$ cat src/rtl/hpsr_pkg.sv
// ----------------------------------------------------------------------------
// hpsr_pkg
// shared widths, operation and status codes, and control structs
// ----------------------------------------------------------------------------
`default_nettype none

package hpsr_pkg;

    localparam int POOL_SLOTS_DEF = 16;
    localparam int MAX_RESULTS    = 16;

    localparam int FUNC_W   = 3;
    localparam int HANDLE_W = 4;
    localparam int INDEX_W  = 4;
    localparam int STATUS_W = 2;
    localparam int ACTIVE_W = 5;

    localparam logic [FUNC_W-1:0] FUNC_ALLOC     = 3'd0;
    localparam logic [FUNC_W-1:0] FUNC_REMOVE_H  = 3'd1;
    localparam logic [FUNC_W-1:0] FUNC_REMOVE_IX = 3'd2;
    localparam logic [FUNC_W-1:0] FUNC_RESTORE   = 3'd3;
    localparam logic [FUNC_W-1:0] FUNC_RESET     = 3'd4;
    localparam logic [FUNC_W-1:0] FUNC_FIND      = 3'd5;
    localparam logic [FUNC_W-1:0] FUNC_ITERATE   = 3'd6;

    localparam logic [STATUS_W-1:0] ST_OK   = 2'd0;
    localparam logic [STATUS_W-1:0] ST_MISS = 2'd1;
    localparam logic [STATUS_W-1:0] ST_FULL = 2'd2;

    // table read address select
    localparam logic [1:0] RD_ACTIVE = 2'd0;
    localparam logic [1:0] RD_PTR    = 2'd1;
    localparam logic [1:0] RD_OTHER  = 2'd2;
    localparam logic [1:0] RD_SIDX   = 2'd3;

    typedef struct packed {
        logic       latch;
        logic       init;
        logic       scan_en;
        logic [1:0] rd_sel;
        logic       cap_tmp;
        logic       wr_first;
        logic       wr_second;
        logic       finish;
        logic       iter_emit;
    } cmd_t;

    typedef struct packed {
        logic [FUNC_W-1:0] func;
        logic              ridx_ok;
        logic              iter_empty;
        logic              scan_done;
        logic              found;
        logic              iter_last;
        logic              out_free;
    } stat_t;

endpackage

`default_nettype wire

$ cat src/rtl/hpsr_datapath.sv
// ----------------------------------------------------------------------------
// hpsr_datapath
// handle table, counts, scan pointer and the result word register
// ----------------------------------------------------------------------------
`default_nettype none

module hpsr_datapath #(
    parameter int POOL_SLOTS = hpsr_pkg::POOL_SLOTS_DEF
) (
    input  wire logic                          aclk,
    input  wire logic                          aresetn,
    input  wire hpsr_pkg::cmd_t                cmd,
    output hpsr_pkg::stat_t                    stat,
    input  wire logic [hpsr_pkg::FUNC_W-1:0]   s_func,
    input  wire logic [hpsr_pkg::HANDLE_W-1:0] s_handle,
    input  wire logic [hpsr_pkg::INDEX_W-1:0]  s_slot_index,
    input  wire logic                          m_ready,
    output logic                               m_valid,
    output logic [hpsr_pkg::STATUS_W-1:0]      m_status,
    output logic [hpsr_pkg::HANDLE_W-1:0]      m_out_handle,
    output logic [hpsr_pkg::INDEX_W-1:0]       m_out_index,
    output logic [hpsr_pkg::ACTIVE_W-1:0]      m_active_now,
    output logic                               m_last
);
    import hpsr_pkg::*;

    localparam int CNT_W = $clog2(POOL_SLOTS + 1);
    localparam int IDX_W = $clog2(POOL_SLOTS);
    localparam int CMP_W = (CNT_W > ACTIVE_W) ? CNT_W : ACTIVE_W;

    logic [HANDLE_W-1:0] handle_mem [POOL_SLOTS];

    logic [FUNC_W-1:0]   func_reg, func_next;
    logic [HANDLE_W-1:0] handle_reg, handle_next;
    logic [INDEX_W-1:0]  sidx_reg, sidx_next;
    logic [CNT_W-1:0]    active_reg, active_next;
    logic [CNT_W-1:0]    pool_reg, pool_next;
    logic [CNT_W-1:0]    ptr_reg, ptr_next;
    logic                pend_reg, pend_next;
    logic [IDX_W-1:0]    pend_idx_reg, pend_idx_next;
    logic                found_reg, found_next;
    logic [IDX_W-1:0]    found_idx_reg, found_idx_next;
    logic [HANDLE_W-1:0] tmp_reg, tmp_next;
    logic [HANDLE_W-1:0] rd_data_reg;
    logic                m_valid_reg, m_valid_next;
    logic [STATUS_W-1:0] status_reg, status_next;
    logic [HANDLE_W-1:0] out_handle_reg, out_handle_next;
    logic [INDEX_W-1:0]  out_index_reg, out_index_next;
    logic [ACTIVE_W-1:0] active_now_reg, active_now_next;
    logic                last_reg, last_next;

    logic [IDX_W-1:0]    rd_addr;
    logic [IDX_W-1:0]    other_idx;
    logic [CNT_W-1:0]    scan_to;
    logic                scan_hit;
    logic                issue;
    logic [CMP_W-1:0]    iter_n;
    logic                iter_last;
    logic                has_cached;
    logic                pool_full;
    logic                ridx_ok;
    logic                wr_en;
    logic [IDX_W-1:0]    wr_addr;
    logic [HANDLE_W-1:0] wr_data;

    assign other_idx  = (func_reg == FUNC_RESTORE) ? IDX_W'(active_reg)
                                                   : IDX_W'(active_reg - CNT_W'(1));
    assign scan_to    = (func_reg == FUNC_RESTORE) ? pool_reg : active_reg;
    assign scan_hit   = pend_reg && (rd_data_reg == handle_reg);
    assign issue      = cmd.scan_en && (ptr_reg < scan_to) && !scan_hit;
    assign iter_n     = (CMP_W'(active_reg) > CMP_W'(MAX_RESULTS)) ? CMP_W'(MAX_RESULTS)
                                                                   : CMP_W'(active_reg);
    assign iter_last  = ((CMP_W'(ptr_reg) + CMP_W'(1)) == iter_n);
    assign has_cached = (active_reg < pool_reg);
    assign pool_full  = (CMP_W'(pool_reg) >= CMP_W'(POOL_SLOTS));
    assign ridx_ok    = (CMP_W'(sidx_reg) < CMP_W'(active_reg));

    always_comb begin
        case (cmd.rd_sel)
            RD_PTR:   rd_addr = ptr_reg[IDX_W-1:0];
            RD_OTHER: rd_addr = other_idx;
            RD_SIDX:  rd_addr = IDX_W'(sidx_reg);
            default:  rd_addr = IDX_W'(active_reg);
        endcase
    end

    // table write port: swap halves and minting of a new handle
    always_comb begin
        wr_en   = 1'b0;
        wr_addr = found_idx_reg;
        wr_data = rd_data_reg;
        if (cmd.wr_first) begin
            wr_en = 1'b1;
        end else if (cmd.wr_second) begin
            wr_en   = 1'b1;
            wr_addr = other_idx;
            wr_data = tmp_reg;
        end else if (cmd.finish && (func_reg == FUNC_ALLOC) && !has_cached && !pool_full) begin
            wr_en   = 1'b1;
            wr_addr = IDX_W'(pool_reg);
            wr_data = HANDLE_W'(pool_reg);
        end
    end

    always_comb begin
        func_next       = func_reg;
        handle_next     = handle_reg;
        sidx_next       = sidx_reg;
        active_next     = active_reg;
        pool_next       = pool_reg;
        ptr_next        = ptr_reg;
        pend_next       = pend_reg;
        pend_idx_next   = pend_idx_reg;
        found_next      = found_reg;
        found_idx_next  = found_idx_reg;
        tmp_next        = tmp_reg;
        m_valid_next    = m_valid_reg;
        status_next     = status_reg;
        out_handle_next = out_handle_reg;
        out_index_next  = out_index_reg;
        active_now_next = active_now_reg;
        last_next       = last_reg;

        if (cmd.latch) begin
            func_next   = s_func;
            handle_next = s_handle;
            sidx_next   = s_slot_index;
        end

        if (cmd.init) begin
            ptr_next       = (func_reg == FUNC_RESTORE) ? active_reg : '0;
            pend_next      = 1'b0;
            found_next     = (func_reg == FUNC_REMOVE_IX) && ridx_ok;
            found_idx_next = IDX_W'(sidx_reg);
        end

        if (cmd.scan_en) begin
            pend_next = issue;
            if (issue) begin
                ptr_next      = ptr_reg + CNT_W'(1);
                pend_idx_next = ptr_reg[IDX_W-1:0];
            end
            if (scan_hit) begin
                found_next     = 1'b1;
                found_idx_next = pend_idx_reg;
                tmp_next       = rd_data_reg;
            end
        end

        if (cmd.cap_tmp) begin
            tmp_next = rd_data_reg;
        end

        if (m_ready) begin
            m_valid_next = 1'b0;
        end

        if (cmd.iter_emit) begin
            m_valid_next    = 1'b1;
            status_next     = ST_OK;
            out_handle_next = rd_data_reg;
            out_index_next  = INDEX_W'(ptr_reg);
            active_now_next = ACTIVE_W'(active_reg);
            last_next       = iter_last;
            ptr_next        = ptr_reg + CNT_W'(1);
        end

        if (cmd.finish) begin
            m_valid_next    = 1'b1;
            status_next     = ST_MISS;
            out_handle_next = '0;
            out_index_next  = '0;
            last_next       = 1'b1;
            case (func_reg)
                FUNC_ALLOC: begin
                    if (has_cached) begin
                        status_next     = ST_OK;
                        out_handle_next = rd_data_reg;
                        out_index_next  = INDEX_W'(active_reg);
                        active_next     = active_reg + CNT_W'(1);
                    end else if (pool_full) begin
                        status_next = ST_FULL;
                    end else begin
                        status_next     = ST_OK;
                        out_handle_next = HANDLE_W'(pool_reg);
                        out_index_next  = INDEX_W'(pool_reg);
                        active_next     = active_reg + CNT_W'(1);
                        pool_next       = pool_reg + CNT_W'(1);
                    end
                end
                FUNC_REMOVE_H, FUNC_REMOVE_IX: begin
                    if (found_reg) begin
                        status_next     = ST_OK;
                        out_handle_next = tmp_reg;
                        out_index_next  = INDEX_W'(found_idx_reg);
                        active_next     = active_reg - CNT_W'(1);
                    end
                end
                FUNC_RESTORE: begin
                    if (found_reg) begin
                        status_next     = ST_OK;
                        out_handle_next = tmp_reg;
                        out_index_next  = INDEX_W'(active_reg);
                        active_next     = active_reg + CNT_W'(1);
                    end
                end
                FUNC_FIND: begin
                    if (found_reg) begin
                        status_next     = ST_OK;
                        out_handle_next = tmp_reg;
                        out_index_next  = INDEX_W'(found_idx_reg);
                    end
                end
                FUNC_RESET: begin
                    status_next = ST_OK;
                    active_next = '0;
                end
                default: begin
                    status_next = ST_MISS;
                end
            endcase
            active_now_next = ACTIVE_W'(active_next);
        end
    end

    always_ff @(posedge aclk) begin
        if (!aresetn) begin
            active_reg  <= '0;
            pool_reg    <= '0;
            ptr_reg     <= '0;
            pend_reg    <= 1'b0;
            found_reg   <= 1'b0;
            m_valid_reg <= 1'b0;
        end else begin
            active_reg  <= active_next;
            pool_reg    <= pool_next;
            ptr_reg     <= ptr_next;
            pend_reg    <= pend_next;
            found_reg   <= found_next;
            m_valid_reg <= m_valid_next;
        end
    end

    always_ff @(posedge aclk) begin
        func_reg       <= func_next;
        handle_reg     <= handle_next;
        sidx_reg       <= sidx_next;
        pend_idx_reg   <= pend_idx_next;
        found_idx_reg  <= found_idx_next;
        tmp_reg        <= tmp_next;
        status_reg     <= status_next;
        out_handle_reg <= out_handle_next;
        out_index_reg  <= out_index_next;
        active_now_reg <= active_now_next;
        last_reg       <= last_next;
    end

    // handle table, one write and one registered read a cycle
    always_ff @(posedge aclk) begin
        if (wr_en) begin
            handle_mem[wr_addr] <= wr_data;
        end
        rd_data_reg <= handle_mem[rd_addr];
    end

    assign stat.func       = func_reg;
    assign stat.ridx_ok    = ridx_ok;
    assign stat.iter_empty = (active_reg == '0);
    assign stat.scan_done  = scan_hit || (!pend_reg && (ptr_reg >= scan_to));
    assign stat.found      = found_reg || scan_hit;
    assign stat.iter_last  = iter_last;
    assign stat.out_free   = !m_valid_reg || m_ready;

    assign m_valid      = m_valid_reg;
    assign m_status     = status_reg;
    assign m_out_handle = out_handle_reg;
    assign m_out_index  = out_index_reg;
    assign m_active_now = active_now_reg;
    assign m_last       = last_reg;

endmodule

`default_nettype wire

$ cat src/rtl/hpsr_ctrl.sv
// ----------------------------------------------------------------------------
// hpsr_ctrl
// sequencer for decode, table scan, swap and word emission
// ----------------------------------------------------------------------------
`default_nettype none

module hpsr_ctrl (
    input  wire logic            aclk,
    input  wire logic            aresetn,
    input  wire logic            s_valid,
    output logic                 s_ready,
    output hpsr_pkg::cmd_t       cmd,
    input  wire hpsr_pkg::stat_t stat
);
    import hpsr_pkg::*;

    localparam logic [3:0] S_IDLE     = 4'd0;
    localparam logic [3:0] S_DECODE   = 4'd1;
    localparam logic [3:0] S_SCAN     = 4'd2;
    localparam logic [3:0] S_SWAP_RD  = 4'd3;
    localparam logic [3:0] S_SWAP_WR1 = 4'd4;
    localparam logic [3:0] S_SWAP_WR2 = 4'd5;
    localparam logic [3:0] S_RES      = 4'd6;
    localparam logic [3:0] S_ITER_RD  = 4'd7;
    localparam logic [3:0] S_ITER_OUT = 4'd8;

    logic [3:0] state_reg, state_next;

    assign s_ready = (state_reg == S_IDLE) && aresetn;

    always_comb begin
        state_next = state_reg;
        cmd        = '0;
        cmd.rd_sel = RD_ACTIVE;
        case (state_reg)
            S_IDLE: begin
                cmd.latch = s_valid && s_ready;
                if (s_valid && s_ready) begin
                    state_next = S_DECODE;
                end
            end
            S_DECODE: begin
                cmd.init = 1'b1;
                if (stat.func == FUNC_REMOVE_IX) begin
                    cmd.rd_sel = RD_SIDX;
                end
                if (stat.func inside {FUNC_REMOVE_H, FUNC_FIND, FUNC_RESTORE}) begin
                    state_next = S_SCAN;
                end else if (stat.func == FUNC_REMOVE_IX) begin
                    state_next = stat.ridx_ok ? S_SWAP_RD : S_RES;
                end else if (stat.func == FUNC_ITERATE) begin
                    state_next = stat.iter_empty ? S_IDLE : S_ITER_RD;
                end else begin
                    state_next = S_RES;
                end
            end
            S_SCAN: begin
                cmd.scan_en = 1'b1;
                cmd.rd_sel  = RD_PTR;
                if (stat.scan_done) begin
                    if ((stat.func == FUNC_FIND) || !stat.found) begin
                        state_next = S_RES;
                    end else begin
                        state_next = S_SWAP_RD;
                    end
                end
            end
            S_SWAP_RD: begin
                cmd.rd_sel  = RD_OTHER;
                cmd.cap_tmp = (stat.func == FUNC_REMOVE_IX);
                state_next  = S_SWAP_WR1;
            end
            S_SWAP_WR1: begin
                cmd.wr_first = 1'b1;
                state_next   = S_SWAP_WR2;
            end
            S_SWAP_WR2: begin
                cmd.wr_second = 1'b1;
                state_next    = S_RES;
            end
            S_RES: begin
                if (stat.out_free) begin
                    cmd.finish = 1'b1;
                    state_next = S_IDLE;
                end
            end
            S_ITER_RD: begin
                cmd.rd_sel = RD_PTR;
                state_next = S_ITER_OUT;
            end
            S_ITER_OUT: begin
                cmd.rd_sel = RD_PTR;
                if (stat.out_free) begin
                    cmd.iter_emit = 1'b1;
                    state_next    = stat.iter_last ? S_IDLE : S_ITER_RD;
                end
            end
            default: begin
                state_next = S_IDLE;
            end
        endcase
    end

    always_ff @(posedge aclk) begin
        if (!aresetn) begin
            state_reg <= S_IDLE;
        end else begin
            state_reg <= state_next;
        end
    end

endmodule

`default_nettype wire

$ cat src/rtl/handle_pool_swap_remove.sv
// Alloc, reset, unused codes and an out-of-range index remove skip the scan and swap.
// Find, remove by handle and restore scan the table one entry a cycle until a hit or
// the end; a hit in remove or restore, or an in-range index remove, then swaps entries.
// Iterate emits a word per active entry, up to MAX_RESULTS, via the single read port.
// One operation at a time; the next is taken once the current word is registered.
// Reset: synchronous, clears both counts and the output valid; table contents are kept.
// ----------------------------------------------------------------------------
// handle_pool_swap_remove
// handle pool with swap-remove free list, controller plus datapath
// ----------------------------------------------------------------------------
`default_nettype none

module handle_pool_swap_remove #(
    parameter int POOL_SLOTS = hpsr_pkg::POOL_SLOTS_DEF
) (
    input  wire logic                          aclk,
    input  wire logic                          aresetn,
    input  wire logic                          s_valid,
    output logic                               s_ready,
    input  wire logic [hpsr_pkg::FUNC_W-1:0]   s_func,
    input  wire logic [hpsr_pkg::HANDLE_W-1:0] s_handle,
    input  wire logic [hpsr_pkg::INDEX_W-1:0]  s_slot_index,
    output logic                               m_valid,
    input  wire logic                          m_ready,
    output logic [hpsr_pkg::STATUS_W-1:0]      m_status,
    output logic [hpsr_pkg::HANDLE_W-1:0]      m_out_handle,
    output logic [hpsr_pkg::INDEX_W-1:0]       m_out_index,
    output logic [hpsr_pkg::ACTIVE_W-1:0]      m_active_now,
    output logic                               m_last
);
    import hpsr_pkg::*;

    cmd_t  cmd;
    stat_t stat;

    hpsr_ctrl u_ctrl (
        .aclk    (aclk),
        .aresetn (aresetn),
        .s_valid (s_valid),
        .s_ready (s_ready),
        .cmd     (cmd),
        .stat    (stat)
    );

    hpsr_datapath #(
        .POOL_SLOTS (POOL_SLOTS)
    ) u_datapath (
        .aclk         (aclk),
        .aresetn      (aresetn),
        .cmd          (cmd),
        .stat         (stat),
        .s_func       (s_func),
        .s_handle     (s_handle),
        .s_slot_index (s_slot_index),
        .m_ready      (m_ready),
        .m_valid      (m_valid),
        .m_status     (m_status),
        .m_out_handle (m_out_handle),
        .m_out_index  (m_out_index),
        .m_active_now (m_active_now),
        .m_last       (m_last)
    );

endmodule

`default_nettype wire

$ cat config.mk
export PLATFORM = sky130hd
export DESIGN_NAME = handle_pool_swap_remove
export DESIGN_NICKNAME = d
export VERILOG_FILES = /design/src/rtl/hpsr_pkg.sv /design/src/rtl/hpsr_datapath.sv /design/src/rtl/hpsr_ctrl.sv /design/src/rtl/handle_pool_swap_remove.sv
export SDC_FILE = /design/constraint.sdc
export NUM_CORES = 1
export LEC_CHECK = 0
export CORE_MARGIN = 2
export CORE_UTILIZATION = 30
export CTS_CLUSTER_SIZE = 40
export DETAILED_ROUTE_END_ITERATION = 8
export DONT_BUFFER_PORTS = 1
export PLACE_DENSITY = 0.41
export SYNTH_ARGS = -nofsm -noshare
export SYNTH_HDL_FRONTEND = slang
export SYNTH_SLANG_ARGS = --single-unit
$ cat constraint.sdc
create_clock -name aclk -period 7.6 [get_ports aclk]
set_input_delay 1.52 -clock aclk [delete_from_list [all_inputs] [get_ports aclk]]
set_output_delay 1.52 -clock aclk [all_outputs]
set_load 0.01 [all_outputs]
### After elaboration in Yosys (flattened, before gate mapping)

Memory sizes are Yosys's and may differ from the RTL's. A register that Yosys moved wholly into a read port is not among the register bits.
Index checks and enable logic that the tools add are counted.

* add/subtract/negate cells: 4
* mux-type cells: 82
* order comparisons: 6
* bitwise operators: 2
* reductions and logical operators: 37
* equal/unequal tests: 23

Operator list (number)
* $mux W4: 30
* $mux W5: 13
* $pmux W4 S9: 1
* $pmux W4 S3: 2
* $mux W1: 23
* $pmux W5 S4: 1
* $eq A4 B3 Y1 const B: 4
* $add A5 B1 Y5 const B: 3
* $mux W3: 4
* $pmux W2 S3: 2
* $logic_and A1 B1 Y1: 10
* $lt A5 B5 Y1: 2
* $mux W2: 5
* $eq A3 B3 Y1 const B: 3
* $eq A4 B2 Y1 const B: 2
* $ne A2 B2 Y1 const B: 4
* $pmux W4 S2: 1
* $reduce_and A4 Y1: 2
* $reduce_bool A2 Y1: 4
* $eq A3 B2 Y1 const B: 2
* $logic_not A1 Y1: 6
* $reduce_bool A3 Y1: 2
* $reduce_or A3 Y1: 2
* $eq A5 B5 Y1: 1
* other kinds (19): 25

* output and inout port bits: 18
* bits of input ports: 15
* logic and storage cells: 173
* RAM bits: 64
* flip-flop bits (word level): 61
* memories kept: 1

Memories
* u_datapath.handle_mem: depth 16, bits a word 4, rd ports 1, clocked after Yosys merged registers in 1, write ports 1, line hpsr_datapath.sv:31 `logic [HANDLE_W-1:0] handle_mem [POOL_SLOTS];`

### Longest topological paths before layout

* depth after elaboration: 12
* depth in mapped cells: 16
* depth with buffers taken out: 13

### Hierarchy

A second synthesis with hierarchy kept.

* cell total of the unflattened synthesis: 693
* area total of the unflattened synthesis: 7141.8 µm²

Modules (own cells, without submodules)
* hpsr_datapath: cells each 611, area each 6492.5 µm², instances 1
* hpsr_ctrl: cells each 82, area each 649.4 µm², instances 1

### Worst setup path after synthesis

No wires, ideal clock.

* path type: input to register
* start point: input port m_ready
* end point: memory u_datapath.handle_mem[0][3], data pin
* setup slack: 3754 ps
* stages: 7
* setup time: 330 ps
* arrival: 3515 ps
* cells stage by stage: nor2b_1 or4_4 nand2b_4 nor3_2 clkbuf_1 a21oi_1 o21ai_0

* cells in the longest elaborated chain, start to end: 9

Ends and longest elaborated chain
* start, declared: line handle_pool_swap_remove.sv:24 `input wire logic m_ready,`
* $logic_or A1 B1 Y1: line hpsr_datapath.sv:272 `assign stat.out_free = !m_valid_reg || m_ready;`
* $mux W1: line hpsr_ctrl.sv:82 `if (stat.out_free) begin`
* $mux W1: line hpsr_ctrl.sv:35 `case (state_reg)`
* $logic_and A1 B1 Y1 (3 in series): line hpsr_datapath.sv:98 `end else if (cmd.finish && (func_reg == FUNC_ALLOC) && !has_cached && !pool_full) begin`
* $mux W4: line hpsr_datapath.sv:98
* $mux W4: line hpsr_datapath.sv:94 `end else if (cmd.wr_second) begin`
* $mux W4: line hpsr_datapath.sv:92 `if (cmd.wr_first) begin`
* net u_datapath.wr_data[3]: line hpsr_datapath.sv:64 `logic [HANDLE_W-1:0] wr_data;`
* end, declared: line hpsr_datapath.sv:31

The timed path passes the listed nets, and every way through them passes these cells.

### Final worst setup path

* start point: register u_datapath.func_reg[2]
* end point: register u_datapath.ptr_reg[2]

* cells in the longest elaborated chain, start to end: 8
* elaborated cells between the ends (all ways): 10

Ends and longest elaborated chain
* start, declared: line hpsr_datapath.sv:33 `logic [FUNC_W-1:0] func_reg, func_next;`
* start signal, assigned: line hpsr_datapath.sv:245 `func_reg <= func_next;`
* $eq A3 B2 Y1 *: line hpsr_datapath.sv:68, hpsr_datapath.sv:131
* $mux W5: line hpsr_datapath.sv:68 `assign scan_to = (func_reg == FUNC_RESTORE) ? pool_reg : active_reg;`
* $lt A5 B5 Y1: line hpsr_datapath.sv:70 `assign issue = cmd.scan_en && (ptr_reg < scan_to) && !scan_hit;`
* $logic_and A1 B1 Y1 (2 in series): line hpsr_datapath.sv:70
* $mux W5: line hpsr_datapath.sv:139 `if (issue) begin`
* $mux W5 *: line hpsr_datapath.sv:137 `if (cmd.scan_en) begin`
* $mux W5 *: line hpsr_datapath.sv:158 `if (cmd.iter_emit) begin`
* end signal, assigned: line hpsr_datapath.sv:237 `ptr_reg <= ptr_next;`
* end, declared: line hpsr_datapath.sv:38 `logic [CNT_W-1:0] ptr_reg, ptr_next;`

Mark *: on every way between the ends. The rest lies on a longest branch, timed or not.
A chain may end at the register's enable or synchronous reset.

==> flow_summary.toml <==
[synth]
syn_inst = 657
yosys_warnings = 0
synth_fp_nets = 691
synth_edf_count = 98
syn_area_mm2 = 0.00701
synth-seq-cells = 129
yosysUniqueCellTypes = 76
asyncSetResetFlopFracSynth_pct = 0
syn_avg_cell_area_um2 = 10.7
synth_seq_area_share_pct = 50.9
synth_flop_cell = "edfxtp_1"

[timing]
max_slew_margin_pct = 28.0
layout_setup_ws_ns = 3.28
whs_ns = 0.447
fin_tns_setup_ns = 0
setup_viol_count_final = 0
final_max_slew_viol_count = 0
worst_pin_slew_ns = 1.07
fin_crit_ns = 4.32
hold_violations = 0
fmax_ghz = 0.232
rsz0062_at_grt = "false"
finalClockSkew_ns = 0.0125
period_share_pct = 56.8

[route]
wl_per_cell_um = 21.3
firstDrtPassIters = 5
wl_um = 20600
wl_met1_um = 10400
routed.top_layer = "met4"
final_antenna_net_count = 0
vias = 5291
route.met2.wl_um = 9220
viasPerCell = 5.47
drtIter0Drc = 523
wl_met3_um = 822
drc = 0

[min_path]
hold_path.startpoint = "u_datapath.pend_idx_reg[3]"
holdPathEnd = "u_datapath.found_idx_reg[3]"
whs_path_depth = 2
hold_class = "flop to flop"

[setup_path]
critPathSlowestCell = "nand3b_1"
worst-setup-path-type = "flop to flop"
worst_ep_arrival_time_ns = 4.62
r2r-end = "u_datapath.ptr_reg[2]"
worstSetupEndpointType = "flop"
worstPathRequired_ns = 7.90
worstPathMaxFanout = 17
r2r_cells = 12
crit_chain = "nand3b_1, nor2_1, a21oi_1, ha_1, a21o_1, a21oi_1, o21ai_0, nor3_1, or2_2, mux2_2, o21ai_0, nor3_1"
r2r_slack_ns = 3.28
crit_buf_inv = 0
r2r_start = "u_datapath.func_reg[2]"
crit_family = "simple AND/OR/NAND/NOR gates"
max_stage_delay_ns = 0.73
cp-start-kind = "flop"

[floorplanning]
core_mm2 = 0.0228
die_width_um = 157
start_util_pct = 30.8
std_cell_rows = 55
die_area_mm2 = 0.0246
die_y_um = 157
ios = 33

[final_layout]
largest_reg_flops = 64
multiInputGateArea_mm2 = 0.00317
fillCellCount = 2258
area_delta_synth_final_pct = 12.1
top_register = "u_datapath.handle_mem"
mostFrequentLayoutCells = "98 x edfxtp_1, 66 x nand2_1, 45 x nor2_1, 45 x a21oi_1, 43 x o21ai_0"
seqCellArea_mm2 = 0.00356
drive_gt1_share_pct = 9.63
layout_commonest_cell = "edfxtp_1"
nNetsFinal = 675
diodes = 0

[cts]
numCtsBuffers = 17
cts_root_buffer = "clkbuf_16"
post_cts_resized = 0
clock-sinks = 129
cts.path.max_buffers = 2
cts_tree = "done"
postCtsSetupBuffers = 0
postCtsHoldBufs = 0
h-tree-depth = 4
clk_latency_ns = 0.43
clk_pin_slew_ns = 0.07

[grt]
antenna_found_initial = 0
grt_max_degree = 25
grt_usage_pct = 17.6
grt.overflow.total = 0
grt_pass1_vias = 5016
grt_pass1_wl_um = 32000

[power]
leakage_nw = 2.79
pwr-share-comb_pct = 30.2
p_per_area_mw_per_mm2 = 348
p_int_mw = 1.69
p_seq_share_pct = 38.7
p_switching_mw = 1.05
vdd_drop_max_uv = 164
p_sw_share_pct = 38.3
clkPwrFrac_pct = 31.0

[placement]
dpl.hpwl_um = 14700
pre_cts_ws_ns = 3.00
gp_congestion = 0.826
io_buffers = 0

[job]
drv_cap = 0

[status]
status = "completed"
metal layers:
metal	GRT usage [%]	up-vias
li1	-	2470
met1	26.5	2660
met2	26.1	144
met3	2.91	17
met4	4.41	0
met5	0	-
cell type report:
class                      instances  share of cell area, %
timing repair buffer               6                  0.573
tap                              313                   4.98
clock inverter                    15                   2.39
inverter                          19                  0.908
multi-input combinational        468                   40.4
sequential                       129                   45.4
clock buffer                      17                   5.41
how the worst max path moves through the flow:
stage                           start                      endpoint  slack, ns  cells past startpoint
6_report       u_datapath.func_reg[2]         u_datapath.ptr_reg[2]       3.28                     12
5_1_grt        u_datapath.func_reg[2]         u_datapath.ptr_reg[2]       3.01                     12
3_5_place_dp                  m_ready  u_datapath.handle_mem[13][0]       3.00                      7
2_1_floorplan                 m_ready   u_datapath.handle_mem[0][3]       3.75                      7
4_1_cts        u_datapath.func_reg[2]         u_datapath.ptr_reg[2]       3.35                     12
3_3_place_gp                  m_ready  u_datapath.handle_mem[15][0]       3.09                      7
cell usage after synthesis, drive strengths merged (3+ instances only):
library cell  instances  area [um2]
mux2i                24         240
a21oi                45         225
dfxtp                31         621
a22oi                18         135
xor2                  3        26.3
nand2b               10        70.1
edfxtp               98        2940
a211oi                5        37.5
or4b                  3        37.5
nand3                16        80.1
nor2b                 5        31.3
o21a                  7        52.6
or3                   3        18.8
a21o                  9        67.6
o211a                 4        40.0
clkbuf               28         106
a31oi                 4        25.0
nand4                 4        25.0
o2bb2ai               4        35.0
inv                  19        71.3
a221oi                4        35.0
and3                  5        31.3
nand2                66         248
and2                  8        50.1
o21ai                45         236
o22ai                 8        56.3
nor4                  3        18.8
a22o                 13         114
ha                   19         238
buf                  13        97.6
a221o                 3        30.0
mux4                  8         199
xnor2                10        87.6
nor4b                 3        32.5
or2                   5        31.3
nor2                 47         181
nor3                 27         151
per-stage QoR:
| stage | utilization [%] | power, mW | cell area [um2] | instances |
|---|---|---|---|---|
| CTS | 34.5 | 2.75 | 7860 | 967 |
| global route | 34.5 | 2.89 | 7860 | 967 |
| detailed placement | 31.8 | 1.90 | 7240 | 935 |
| global placement | 31.8 | 1.91 | 7240 | 935 |
| floorplan | - | 1.63 | 7010 | 657 |
| finish | 34.5 | 2.73 | 7860 | 967 |
logic make-up (layout without fill, tap and decap cells):
family / after synthesis / in the layout / share of synthesized area, %
simple gates: 213 / 213 / 15.4
compound gates: 190 / 190 / 18.3
flops: 129 / 129 / 50.9
buf+inv: 60 / 57 / 3.93
mux: 33 / 33 / 6.43
fa+ha+maj: 19 / 19 / 3.39
xor+xnor: 13 / 13 / 1.63
power groups by stage:
stage | Combinational (mW) | Sequential (mW) | Clock, mW
detailed placement | 0.827 | 1.07 | 0
CTS | 0.829 | 1.06 | 0.866
finish | 0.827 | 1.06 | 0.848
global placement | 0.835 | 1.08 | 0
floorplan | 0.650 | 0.978 | 0
global route | 0.917 | 1.07 | 0.897
tightest hold or removal path, cell delays in order (launching register included):
cell and delay, ns:
edfxtp_1 0.32, nand2_1 0.04, o21ai_0 0.05
No activity file was read; power rests on OpenSTA's default activity.
